**src/rtl/rc4_pkg.sv**
```systemverilog
// ----------------------------------------------------------------------------
// RC4 shared definitions
// Types and constants shared by the RC4 stream cipher modules.
// ----------------------------------------------------------------------------
package rc4_pkg;

    localparam int SBOX_SIZE   = 256;
    localparam int SBOX_AW     = $clog2(SBOX_SIZE);
    localparam int MAX_KEY_LEN = 16;
    localparam int KEY_IDX_W   = $clog2(MAX_KEY_LEN);
    localparam int KEY_LEN_W   = 5;
    localparam int CFG_IDX_W   = 8;
    localparam int CFG_DATA_W  = 64;

    localparam logic [KEY_LEN_W-1:0] KEY_LEN_RESET = 5'd15;

    localparam logic [CFG_IDX_W-1:0] CFG_KEY_LOW  = 8'd0;
    localparam logic [CFG_IDX_W-1:0] CFG_KEY_HIGH = 8'd1;
    localparam logic [CFG_IDX_W-1:0] CFG_KEY_LEN  = 8'd2;

    typedef struct packed {
        logic [CFG_DATA_W-1:0] key_high;
        logic [CFG_DATA_W-1:0] key_low;
        logic [KEY_LEN_W-1:0]  key_length;
    } t_rc4_cfg;

    typedef struct packed {
        logic [7:0] data_byte;
        logic       first_of_message;
        logic       last_of_message;
    } t_rc4_item;

    typedef struct packed {
        logic [7:0] cipher_byte;
        logic       last_out;
    } t_rc4_result;

endpackage

```
**src/rtl/rc4_ram.sv**
```systemverilog
// ----------------------------------------------------------------------------
// RC4 generic RAM
// Single write port, single read port, registered read data.
// ----------------------------------------------------------------------------
module rc4_ram #(
    parameter int WIDTH = 8,
    parameter int DEPTH = 256
) (
    input  logic                     i_clk,
    input  logic                     i_we,
    input  logic [$clog2(DEPTH)-1:0] i_waddr,
    input  logic [WIDTH-1:0]         i_wdata,
    input  logic [$clog2(DEPTH)-1:0] i_raddr,
    output logic [WIDTH-1:0]         o_rdata
);

    logic [WIDTH-1:0] r_mem [DEPTH];
    logic [WIDTH-1:0] r_rdata;

    always_ff @(posedge i_clk) begin
        if (i_we) begin
            r_mem[i_waddr] <= i_wdata;
        end
        r_rdata <= r_mem[i_raddr];
    end

    assign o_rdata = r_rdata;

endmodule

```
**src/rtl/rc4_core.sv**
```systemverilog
// ----------------------------------------------------------------------------
// RC4 sequencer
// Runs the key schedule and keystream generation over one permutation RAM,
// with one shared 8-bit adder stepped by a small state machine.
// ----------------------------------------------------------------------------
module rc4_core (
    input  logic                i_clk,
    input  logic                i_rst_n,
    input  rc4_pkg::t_rc4_cfg   i_cfg,
    input  logic                i_start,
    input  rc4_pkg::t_rc4_item  i_item,
    output logic                o_idle,
    input  logic                i_out_free,
    output logic                o_res_valid,
    output rc4_pkg::t_rc4_result o_res
);

    localparam logic [3:0] ST_IDLE   = 4'd0;
    localparam logic [3:0] ST_FILL   = 4'd1;
    localparam logic [3:0] ST_K_RD_I = 4'd2;
    localparam logic [3:0] ST_K_RD_J = 4'd3;
    localparam logic [3:0] ST_K_WR_I = 4'd4;
    localparam logic [3:0] ST_K_WR_J = 4'd5;
    localparam logic [3:0] ST_G_RD_I = 4'd6;
    localparam logic [3:0] ST_G_RD_J = 4'd7;
    localparam logic [3:0] ST_G_WR_I = 4'd8;
    localparam logic [3:0] ST_G_WR_J = 4'd9;
    localparam logic [3:0] ST_G_RD_T = 4'd10;
    localparam logic [3:0] ST_G_OUT  = 4'd11;

    localparam int AW = rc4_pkg::SBOX_AW;
    localparam int KW = rc4_pkg::KEY_IDX_W;
    localparam int LW = rc4_pkg::KEY_LEN_W;
    localparam logic [AW-1:0] LAST_ENTRY = AW'(rc4_pkg::SBOX_SIZE - 1);
    localparam logic [LW-1:0] MAX_LEN    = LW'(rc4_pkg::MAX_KEY_LEN);

    logic [3:0]    r_state, n_state;
    logic          r_keyed, n_keyed;
    logic [AW-1:0] r_i, n_i;
    logic [AW-1:0] r_j, n_j;
    logic [AW-1:0] r_n, n_n;
    logic [KW-1:0] r_k, n_k;
    logic [7:0]    r_si, n_si;
    logic [7:0]    r_sj, n_sj;
    logic [7:0]    r_data, n_data;
    logic          r_last, n_last;

    logic [AW-1:0] w_op_a, w_op_b, w_op_c, w_sum;
    logic          w_we;
    logic [AW-1:0] w_waddr, w_raddr;
    logic [7:0]    w_wdata, w_rdata;
    logic [7:0]    w_key_byte;
    logic [LW-1:0] w_len;
    logic [2*rc4_pkg::CFG_DATA_W-1:0] w_key_all;

    always_comb begin
        w_len = i_cfg.key_length;
        if (w_len == '0) begin
            w_len = LW'(1);
        end else if (w_len > MAX_LEN) begin
            w_len = MAX_LEN;
        end
    end

    assign w_key_all  = {i_cfg.key_high, i_cfg.key_low};
    assign w_key_byte = w_key_all[{r_k, 3'b000} +: 8];

    always_comb begin
        w_op_a = r_j;
        w_op_b = w_rdata;
        w_op_c = '0;
        unique case (r_state) inside
            ST_K_RD_J: begin
                w_op_c = w_key_byte;
            end
            ST_G_RD_I: begin
                w_op_a = r_i;
                w_op_b = AW'(1);
            end
            ST_G_RD_T, ST_G_OUT: begin
                w_op_a = r_si;
                w_op_b = r_sj;
            end
            default: begin
            end
        endcase
    end

    assign w_sum = w_op_a + w_op_b + w_op_c;

    always_comb begin
        w_raddr = r_n;
        unique case (r_state) inside
            ST_K_RD_J, ST_G_RD_I, ST_G_RD_J, ST_G_RD_T, ST_G_OUT: w_raddr = w_sum;
            default: w_raddr = r_n;
        endcase
    end

    always_comb begin
        w_we    = 1'b0;
        w_waddr = r_n;
        w_wdata = w_rdata;
        unique case (r_state)
            ST_FILL: begin
                w_we    = 1'b1;
                w_wdata = r_n;
            end
            ST_K_WR_I: begin
                w_we = 1'b1;
            end
            ST_K_WR_J: begin
                w_we    = 1'b1;
                w_waddr = r_j;
                w_wdata = r_si;
            end
            ST_G_WR_I: begin
                w_we    = 1'b1;
                w_waddr = r_i;
            end
            ST_G_WR_J: begin
                w_we    = 1'b1;
                w_waddr = r_j;
                w_wdata = r_si;
            end
            default: begin
            end
        endcase
    end

    rc4_ram #(
        .WIDTH(8),
        .DEPTH(rc4_pkg::SBOX_SIZE)
    ) u_sbox (
        .i_clk  (i_clk),
        .i_we   (w_we),
        .i_waddr(w_waddr),
        .i_wdata(w_wdata),
        .i_raddr(w_raddr),
        .o_rdata(w_rdata)
    );

    always_comb begin
        n_state = r_state;
        n_keyed = r_keyed;
        n_i     = r_i;
        n_j     = r_j;
        n_n     = r_n;
        n_k     = r_k;
        n_si    = r_si;
        n_sj    = r_sj;
        n_data  = r_data;
        n_last  = r_last;
        unique case (r_state)
            ST_IDLE: begin
                if (i_start) begin
                    n_data = i_item.data_byte;
                    n_last = i_item.last_of_message;
                    if (i_item.first_of_message || !r_keyed) begin
                        n_keyed = 1'b1;
                        n_n     = '0;
                        n_state = ST_FILL;
                    end else begin
                        n_state = ST_G_RD_I;
                    end
                end
            end
            ST_FILL: begin
                n_n = r_n + AW'(1);
                if (r_n == LAST_ENTRY) begin
                    n_j     = '0;
                    n_k     = '0;
                    n_state = ST_K_RD_I;
                end
            end
            ST_K_RD_I: begin
                n_state = ST_K_RD_J;
            end
            ST_K_RD_J: begin
                n_si    = w_rdata;
                n_j     = w_sum;
                n_state = ST_K_WR_I;
            end
            ST_K_WR_I: begin
                n_state = ST_K_WR_J;
            end
            ST_K_WR_J: begin
                n_n = r_n + AW'(1);
                if ({1'b0, r_k} == w_len - LW'(1)) begin
                    n_k = '0;
                end else begin
                    n_k = r_k + KW'(1);
                end
                if (r_n == LAST_ENTRY) begin
                    n_i     = '0;
                    n_j     = '0;
                    n_state = ST_G_RD_I;
                end else begin
                    n_state = ST_K_RD_I;
                end
            end
            ST_G_RD_I: begin
                n_i     = w_sum;
                n_state = ST_G_RD_J;
            end
            ST_G_RD_J: begin
                n_si    = w_rdata;
                n_j     = w_sum;
                n_state = ST_G_WR_I;
            end
            ST_G_WR_I: begin
                n_sj    = w_rdata;
                n_state = ST_G_WR_J;
            end
            ST_G_WR_J: begin
                n_state = ST_G_RD_T;
            end
            ST_G_RD_T: begin
                n_state = ST_G_OUT;
            end
            ST_G_OUT: begin
                if (i_out_free) begin
                    n_state = ST_IDLE;
                end
            end
            default: begin
                n_state = ST_IDLE;
            end
        endcase
    end

    always_ff @(posedge i_clk) begin
        if (!i_rst_n) begin
            r_state <= ST_IDLE;
            r_keyed <= 1'b0;
            r_i     <= '0;
            r_j     <= '0;
            r_n     <= '0;
            r_k     <= '0;
        end else begin
            r_state <= n_state;
            r_keyed <= n_keyed;
            r_i     <= n_i;
            r_j     <= n_j;
            r_n     <= n_n;
            r_k     <= n_k;
        end
    end

    always_ff @(posedge i_clk) begin
        r_si   <= n_si;
        r_sj   <= n_sj;
        r_data <= n_data;
        r_last <= n_last;
    end

    assign o_idle            = (r_state == ST_IDLE);
    assign o_res_valid       = (r_state == ST_G_OUT) && i_out_free;
    assign o_res.cipher_byte = r_data ^ w_rdata;
    assign o_res.last_out    = r_last;

endmodule

```
**src/rtl/rc4_stream_cipher.sv**
```systemverilog
// A byte on a keyed stream steps through the states G_RD_I, G_RD_J, G_WR_I,
// G_WR_J, G_RD_T and G_OUT, where it waits for the output register to be
// free; no new byte is taken until the sequencer is back in IDLE. A byte that
// rekeys first makes 256 identity writes, then 256 two-read, two-write steps.
// Reset is synchronous, active low; the first byte after reset always rekeys,
// and the permutation RAM is not cleared.
// ----------------------------------------------------------------------------
// RC4 stream cipher
// Stream interface, configuration registers and the output register around
// the RC4 sequencer.
// ----------------------------------------------------------------------------
module rc4_stream_cipher (
    input  logic                             i_clk,
    input  logic                             i_rst_n,
    input  logic                             i_cfg_valid,
    output logic                             o_cfg_ready,
    input  logic [rc4_pkg::CFG_IDX_W-1:0]    i_cfg_index,
    input  logic [rc4_pkg::CFG_DATA_W-1:0]   i_cfg_data,
    input  logic                             i_s_axis_tvalid,
    output logic                             o_s_axis_tready,
    // Fields from bit 0: data_byte[7:0].
    input  logic [7:0]                       i_s_axis_tdata,
    // Fields from bit 0: first_of_message.
    input  logic                             i_s_axis_tuser,
    input  logic                             i_s_axis_tlast,
    output logic                             o_m_axis_tvalid,
    input  logic                             i_m_axis_tready,
    // Fields from bit 0: cipher_byte[7:0].
    output logic [7:0]                       o_m_axis_tdata,
    output logic                             o_m_axis_tlast
);

    rc4_pkg::t_rc4_cfg    r_cfg;
    rc4_pkg::t_rc4_item   w_item;
    rc4_pkg::t_rc4_result w_res;
    rc4_pkg::t_rc4_result r_out;
    logic                 r_out_valid;
    logic                 w_idle, w_start, w_out_free, w_res_valid;

    assign o_cfg_ready = 1'b1;

    always_ff @(posedge i_clk) begin
        if (!i_rst_n) begin
            r_cfg.key_low    <= '0;
            r_cfg.key_high   <= '0;
            r_cfg.key_length <= rc4_pkg::KEY_LEN_RESET;
        end else if (i_cfg_valid) begin
            unique case (i_cfg_index)
                rc4_pkg::CFG_KEY_LOW:  r_cfg.key_low    <= i_cfg_data;
                rc4_pkg::CFG_KEY_HIGH: r_cfg.key_high   <= i_cfg_data;
                rc4_pkg::CFG_KEY_LEN:  r_cfg.key_length <= i_cfg_data[rc4_pkg::KEY_LEN_W-1:0];
                default: begin
                end
            endcase
        end
    end

    assign w_item.data_byte        = i_s_axis_tdata;
    assign w_item.first_of_message = i_s_axis_tuser;
    assign w_item.last_of_message  = i_s_axis_tlast;

    assign o_s_axis_tready = w_idle;
    assign w_start         = i_s_axis_tvalid && w_idle;
    assign w_out_free      = !r_out_valid || i_m_axis_tready;

    rc4_core u_core (
        .i_clk      (i_clk),
        .i_rst_n    (i_rst_n),
        .i_cfg      (r_cfg),
        .i_start    (w_start),
        .i_item     (w_item),
        .o_idle     (w_idle),
        .i_out_free (w_out_free),
        .o_res_valid(w_res_valid),
        .o_res      (w_res)
    );

    always_ff @(posedge i_clk) begin
        if (!i_rst_n) begin
            r_out_valid <= 1'b0;
        end else if (w_res_valid) begin
            r_out_valid <= 1'b1;
        end else if (i_m_axis_tready) begin
            r_out_valid <= 1'b0;
        end
    end

    always_ff @(posedge i_clk) begin
        if (w_res_valid) begin
            r_out <= w_res;
        end
    end

    assign o_m_axis_tvalid = r_out_valid;
    assign o_m_axis_tdata  = r_out.cipher_byte;
    assign o_m_axis_tlast  = r_out.last_out;

endmodule

```
**config.mk**
```make
export PLATFORM = sky130hd
export DESIGN_NAME = rc4_stream_cipher
export DESIGN_NICKNAME = d
export VERILOG_FILES = /design/src/rtl/rc4_pkg.sv /design/src/rtl/rc4_ram.sv /design/src/rtl/rc4_core.sv /design/src/rtl/rc4_stream_cipher.sv
export SDC_FILE = /design/constraint.sdc
export NUM_CORES = 2
export LEC_CHECK = 0
export BUFFER_PORTS_ARGS = -buffer_cell sky130_fd_sc_hd__buf_2
export CAP_MARGIN = 30
export CELL_PAD_IN_SITES_DETAIL_PLACEMENT = 0
export CELL_PAD_IN_SITES_GLOBAL_PLACEMENT = 1
export CORE_ASPECT_RATIO = 0.6
export CORE_MARGIN = 4
export CORE_UTILIZATION = 35
export DETAILED_ROUTE_END_ITERATION = 6
export PLACE_DENSITY = 0.58
export SLEW_MARGIN = 40
export SYNTH_ARGS = -nofsm -noshare
export SYNTH_HDL_FRONTEND = slang
export SYNTH_HIERARCHICAL = 1
export SYNTH_SLANG_ARGS = --single-unit
```
**constraint.sdc**
```tcl
create_clock -name i_clk -period 47.6 [get_ports i_clk]
set_clock_uncertainty 0.2 [all_clocks]
set_input_delay 9.52 -clock i_clk [delete_from_list [all_inputs] [get_ports i_clk]]
set_output_delay 9.52 -clock i_clk [all_outputs]
set_load 0.02 [all_outputs]
```
==> metrics.md <==
| Metric | Value |
|---|---|
| DIE HEIGHT | roughly 400 µm |
| Outcome | completed |
| Sequential share of power | 0.467 |
| Worst Reg2Reg Path Length in Cells | 19 |
| Initial core utilization | 0.353 |
| Measured slew at the worst slew-check pin | ~0.93 ns |
| Core Box Area | about 250000 µm² |
| Arrival time of data at the critical path endpoint | 2.30 ns |
| CP cell instances | nor4_1 > buf_2 |
| Vias post-DR | ~47000 |
| Placed wire-length estimate | between 150000 and 200000 µm |
| Last weighted congestion value of the routability-driven placer | roughly 0.8 |
| Combinational share of power | 0.236 |
| Post-detailed-route wirelength per cell | approximately 30 µm |
| Min-Delay Path Depth | 0 |
| Post-synthesis cell count | between 4000 and 5000 |
| Longest individual stage delay on the worst path | between 0.6 and 0.7 ns |
| Count of buffers added by post-CTS timing repair for setup | 0 |
| Proportion of layout cells with a drive suffix above 1 | 0.253 |
| Dpl ws | 35.29 ns |
| Global-route wire length before repair | 351000 µm |
| Crit path max fanout | 16 |
| Clock Latency Late Sink | 0.86 ns |
| Non-filler cells, final | roughly 8400 |
| Total routing resource utilization after global routing | 0.186 |
| Most used flip-flop cell after synthesis | sky130_fd_sc_hd__edfxtp_1 |
| Highest-count cells in the layout ignoring fill and taps | 2082 x sky130_fd_sc_hd__edfxtp_1, 491 x sky130_fd_sc_hd__mux4_2, 270 x sky130_fd_sc_hd__nand2_1 |
| Endpoint of the worst hold path | o_m_axis_tlast |
| Ratio of routed vias to standard cells | 5.54 |
| # H-tree levels | 4 |
| FF-to-FF Start | u_core/r_k[0] |
| Ports placed on the boundary | 99 |
| Post-Synthesis Net Count | 4818 |
| Met2 track utilization from global routing | 0.239 |
| Number of hold-repair buffers added at the cts stage | 0 |
| Net load switching power | approximately 1.6 mW |
| Pwr per Cell Area | around 54 nW/µm² |
| Share of synthesized area occupied by flip-flops and latches | 0.738 |
| Synth warnings | 6 |
| Tightest slew margin relative to the limit | 0.375 |
| Area enclosed by the die boundary | around 260000 µm² |
| Routed Antenna Nets | 0 |
| Initial DRC Count | 5439 |
| Most utilized layer in the global route result | met1 |
| Post-layout net count | approximately 5000 |
| Max Clock Freq | roughly 0.083 GHz |
| HP Start | u_core/r_last |
| Clock Path Buffers | 4 |
| Total overflow reported by the global router | 0 |
| IO Port Bufs | 97 |
| Clock buffers created by TritonCTS | 209 |
| Clock root buffer | sky130_fd_sc_hd__clkbuf_16 |
| Switching share of power | 0.299 |
| Class of the tightest hold or removal check | register to register |
| Number of setup violations in the final report | 0 |
| Max Slew Vio Count | 0 |
| Synth Area per Inst | 19.0 µm² |
| Element type at the critical path end | primary output |
| Slowest library cell on the worst path | sky130_fd_sc_hd__nor4_1 |
| Clock tree from TritonCTS | done |
| IR drop worst, VDD | approximately 0.000056 V |
| R2r setup slk | around 38 ns |
| Pin count of the biggest net entering global routing | ~170 |
| Number of synthesized register bits | between 2000 and 2500 |
| Worst endpoint required time | ~38 ns |
| Clock slew seen by the registers of the worst setup and hold paths | approximately 0.070 ns |
| Met3 Resource Use GR | 0.0689 |
| Layout area overhead | 12.7% |
| Least setup slack across all paths after layout | about 36 ns |
| Number of synthesized flops with an enable pin | around 2100 |
| Fraction of the cycle the final worst path needs | 0.253 |
| Leakage dissipation | 30.5 nW |
| Standard-cell rows | around 140 |
| Setup repair after global routing missed its margin | no |
| Post-synthesis cell type count | 80 |
| Share of total power in the clock network | 0.297 |
| Cell total after placement | 8027 |
| Crit Path Category | register to primary output |
| Kind of start point of the critical path | register |
| DIE WIDTH | 661 µm |
| Post-cts sizing count | 0 |
| Final-layout setup total negative slack | 0 ns |
| Number of global-route vias before repair | 45339 |
| Internal | 3.84 mW |
| Most common cell after layout, fill and taps aside | sky130_fd_sc_hd__edfxtp_1 |
| Cell Area, Synth | ~90000 µm² |
| Met1 demand-to-capacity share in global routing | 0.295 |
| Final Hold Vio Count | 0 |
| Capture point of the worst reg-to-reg path | u_core/u_sbox/o_rdata[0] |
| CTS sink cnt | around 2300 |
| Asr flop ratio synth | 0 |
| Max-cap check violation count | 0 |
| First-pass DRT Iterations | 6 |
| Overall routed net length | ~250000 µm |
| Minimum period implied by the final worst setup slack | around 12 ns |
| DRC violations left | 0 |
| Initial antenna violation count | 13 |
-- through the flow --
stage | instance area [µm²] | utilization | hold slack (ns) | power [mW]
after floorplan | 89500 | - | 0.231 | 3.55
after global placement | 93500 | 0.369 | 0.202 | 3.86
after detailed placement | 94000 | 0.370 | 0.230 | 3.89
after CTS | 100000 | 0.396 | 0.250 | 5.51
after global routing | 101000 | 0.397 | 0.259 | 5.69
final | 101000 | 0.397 | 0.245 | 5.48
-- state kept, by name, indices dropped and copies added, names as in the netlist --
name / count
u_core/r_si: 8
u_core/r_last: 1
u_core/r_n: 8
u_core/r_keyed: 1
o_m_axis_tlast: 1
o_m_axis_tdata: 8
u_core/r_j: 8
o_m_axis_tvalid: 1
r_cfg: 133
u_core/r_k: 4
u_core/r_i: 8
u_core/r_sj: 8
u_core/r_data: 8
u_core/u_sbox/r_mem: 2048
u_core/r_state: 4
u_core/u_sbox/o_rdata: 8
-- per-layer routing --
layer,vias to the layer above,routed length [µm]
met3,289,27600
met4,0,3970
li1,19363,-
met2,1948,98300
met1,25016,120000
met5,-,0
-- worst max-delay path: cells and delay by family (launching register included) --
| kind | cells | cell delay, ns |
|---|---|---|
| buffers and inverters | 1 | 0.30 |
| flip-flops | 1 | 0.51 |
| AND/OR/NAND/NOR | 1 | 0.67 |
-- final cells by class --
cell class / instances / area (µm²)
Sequential cell: 2257 / 66000
Fill cell: 22778 / 153000
Clock inverter: 116 / 928
Tap cell: 3407 / 4260
Antenna cell: 3 / 7.51
Clock buffer: 255 / 5480
Inverter: 28 / 105
Timing Repair Buffer: 216 / 1670
Multi-Input combinational cell: 2126 / 22400
-- logic make-up after synthesis --
kind of cell,count (synthesis),share of synthesized area
other,1,0.0000419
xor gates and xnor gates,27,0.00264
muxes,767,0.155
AOI/OAI and AO/OA,488,0.0385
and+or+nand+nor,826,0.0410
DFF,2257,0.738
buffers and inverters,331,0.0222
adders and majority gates,17,0.00305
-- power by group through the flow --
stage                     Sequential, mW  Clock [mW]  Combinational [mW]
after floorplan                     2.73           0               0.813
after global placement              2.61           0                1.25
after detailed placement            2.60           0                1.29
after CTS                           2.56        1.66                1.29
after global routing                2.56        1.75                1.38
final                               2.56        1.63                1.29
-- cell usage after synthesis (5+ instances only) --
| cell | count | area share |
|---|---|---|
| sky130_fd_sc_hd__o221ai_1 | 46 | 0.0045 |
| sky130_fd_sc_hd__fa_1 | 8 | 0.0018 |
| sky130_fd_sc_hd__o21ai_0 | 20 | 0.0011 |
| sky130_fd_sc_hd__a221oi_1 | 13 | 0.0013 |
| sky130_fd_sc_hd__buf_2 | 46 | 0.0026 |
| sky130_fd_sc_hd__and2_1 | 13 | 0.00091 |
| sky130_fd_sc_hd__buf_6 | 22 | 0.0028 |
| sky130_fd_sc_hd__buf_1 | 25 | 0.0010 |
| sky130_fd_sc_hd__o211ai_1 | 13 | 0.0011 |
| sky130_fd_sc_hd__o22ai_1 | 30 | 0.0021 |
| sky130_fd_sc_hd__nor2b_1 | 46 | 0.0032 |
| sky130_fd_sc_hd__a22oi_1 | 161 | 0.014 |
| sky130_fd_sc_hd__buf_8 | 13 | 0.0022 |
| sky130_fd_sc_hd__o22a_1 | 5 | 0.00049 |
| sky130_fd_sc_hd__xnor2_1 | 10 | 0.00098 |
| sky130_fd_sc_hd__buf_12 | 15 | 0.0034 |
| sky130_fd_sc_hd__dfxtp_1 | 175 | 0.039 |
| sky130_fd_sc_hd__nand3_1 | 52 | 0.0029 |
| sky130_fd_sc_hd__a21boi_0 | 8 | 0.00067 |
| sky130_fd_sc_hd__buf_4 | 35 | 0.0029 |
| sky130_fd_sc_hd__xor2_1 | 17 | 0.0017 |
| sky130_fd_sc_hd__a211oi_1 | 18 | 0.0015 |
| sky130_fd_sc_hd__nand2_1 | 283 | 0.012 |
| sky130_fd_sc_hd__a21oi_1 | 119 | 0.0067 |
| sky130_fd_sc_hd__a22o_1 | 15 | 0.0015 |
| sky130_fd_sc_hd__ha_1 | 9 | 0.0013 |
| sky130_fd_sc_hd__mux2i_1 | 266 | 0.030 |
| sky130_fd_sc_hd__mux4_2 | 491 | 0.12 |
| sky130_fd_sc_hd__nand2b_1 | 14 | 0.00098 |
| sky130_fd_sc_hd__nor3_1 | 26 | 0.0015 |
| sky130_fd_sc_hd__and3_1 | 6 | 0.00042 |
| sky130_fd_sc_hd__inv_1 | 26 | 0.0011 |
| sky130_fd_sc_hd__clkbuf_1 | 147 | 0.0062 |
| sky130_fd_sc_hd__nand4_1 | 17 | 0.0012 |
| sky130_fd_sc_hd__mux2_2 | 8 | 0.0010 |
| sky130_fd_sc_hd__edfxtp_1 | 2082 | 0.70 |
| sky130_fd_sc_hd__or2_2 | 6 | 0.00042 |
| sky130_fd_sc_hd__nor4_1 | 27 | 0.0019 |
| sky130_fd_sc_hd__nor2_1 | 308 | 0.013 |
-- worst max path at each step --
stage,startpoint,to,slack [ns],cells after the start
floorplan,u_core/r_state[3],u_core/u_sbox/r_mem[0][0],26.99,4
global route,u_core/r_state[1],o_s_axis_tready,35.41,2
CTS,u_core/r_state[2],o_s_axis_tready,35.36,2
detailed placement,i_cfg_index[4],r_cfg[79],35.29,6
global placement,i_cfg_index[4],r_cfg[118],35.31,6
finish,u_core/r_state[1],o_s_axis_tready,35.58,2
Note: power is estimated with default switching activity, not from simulation.
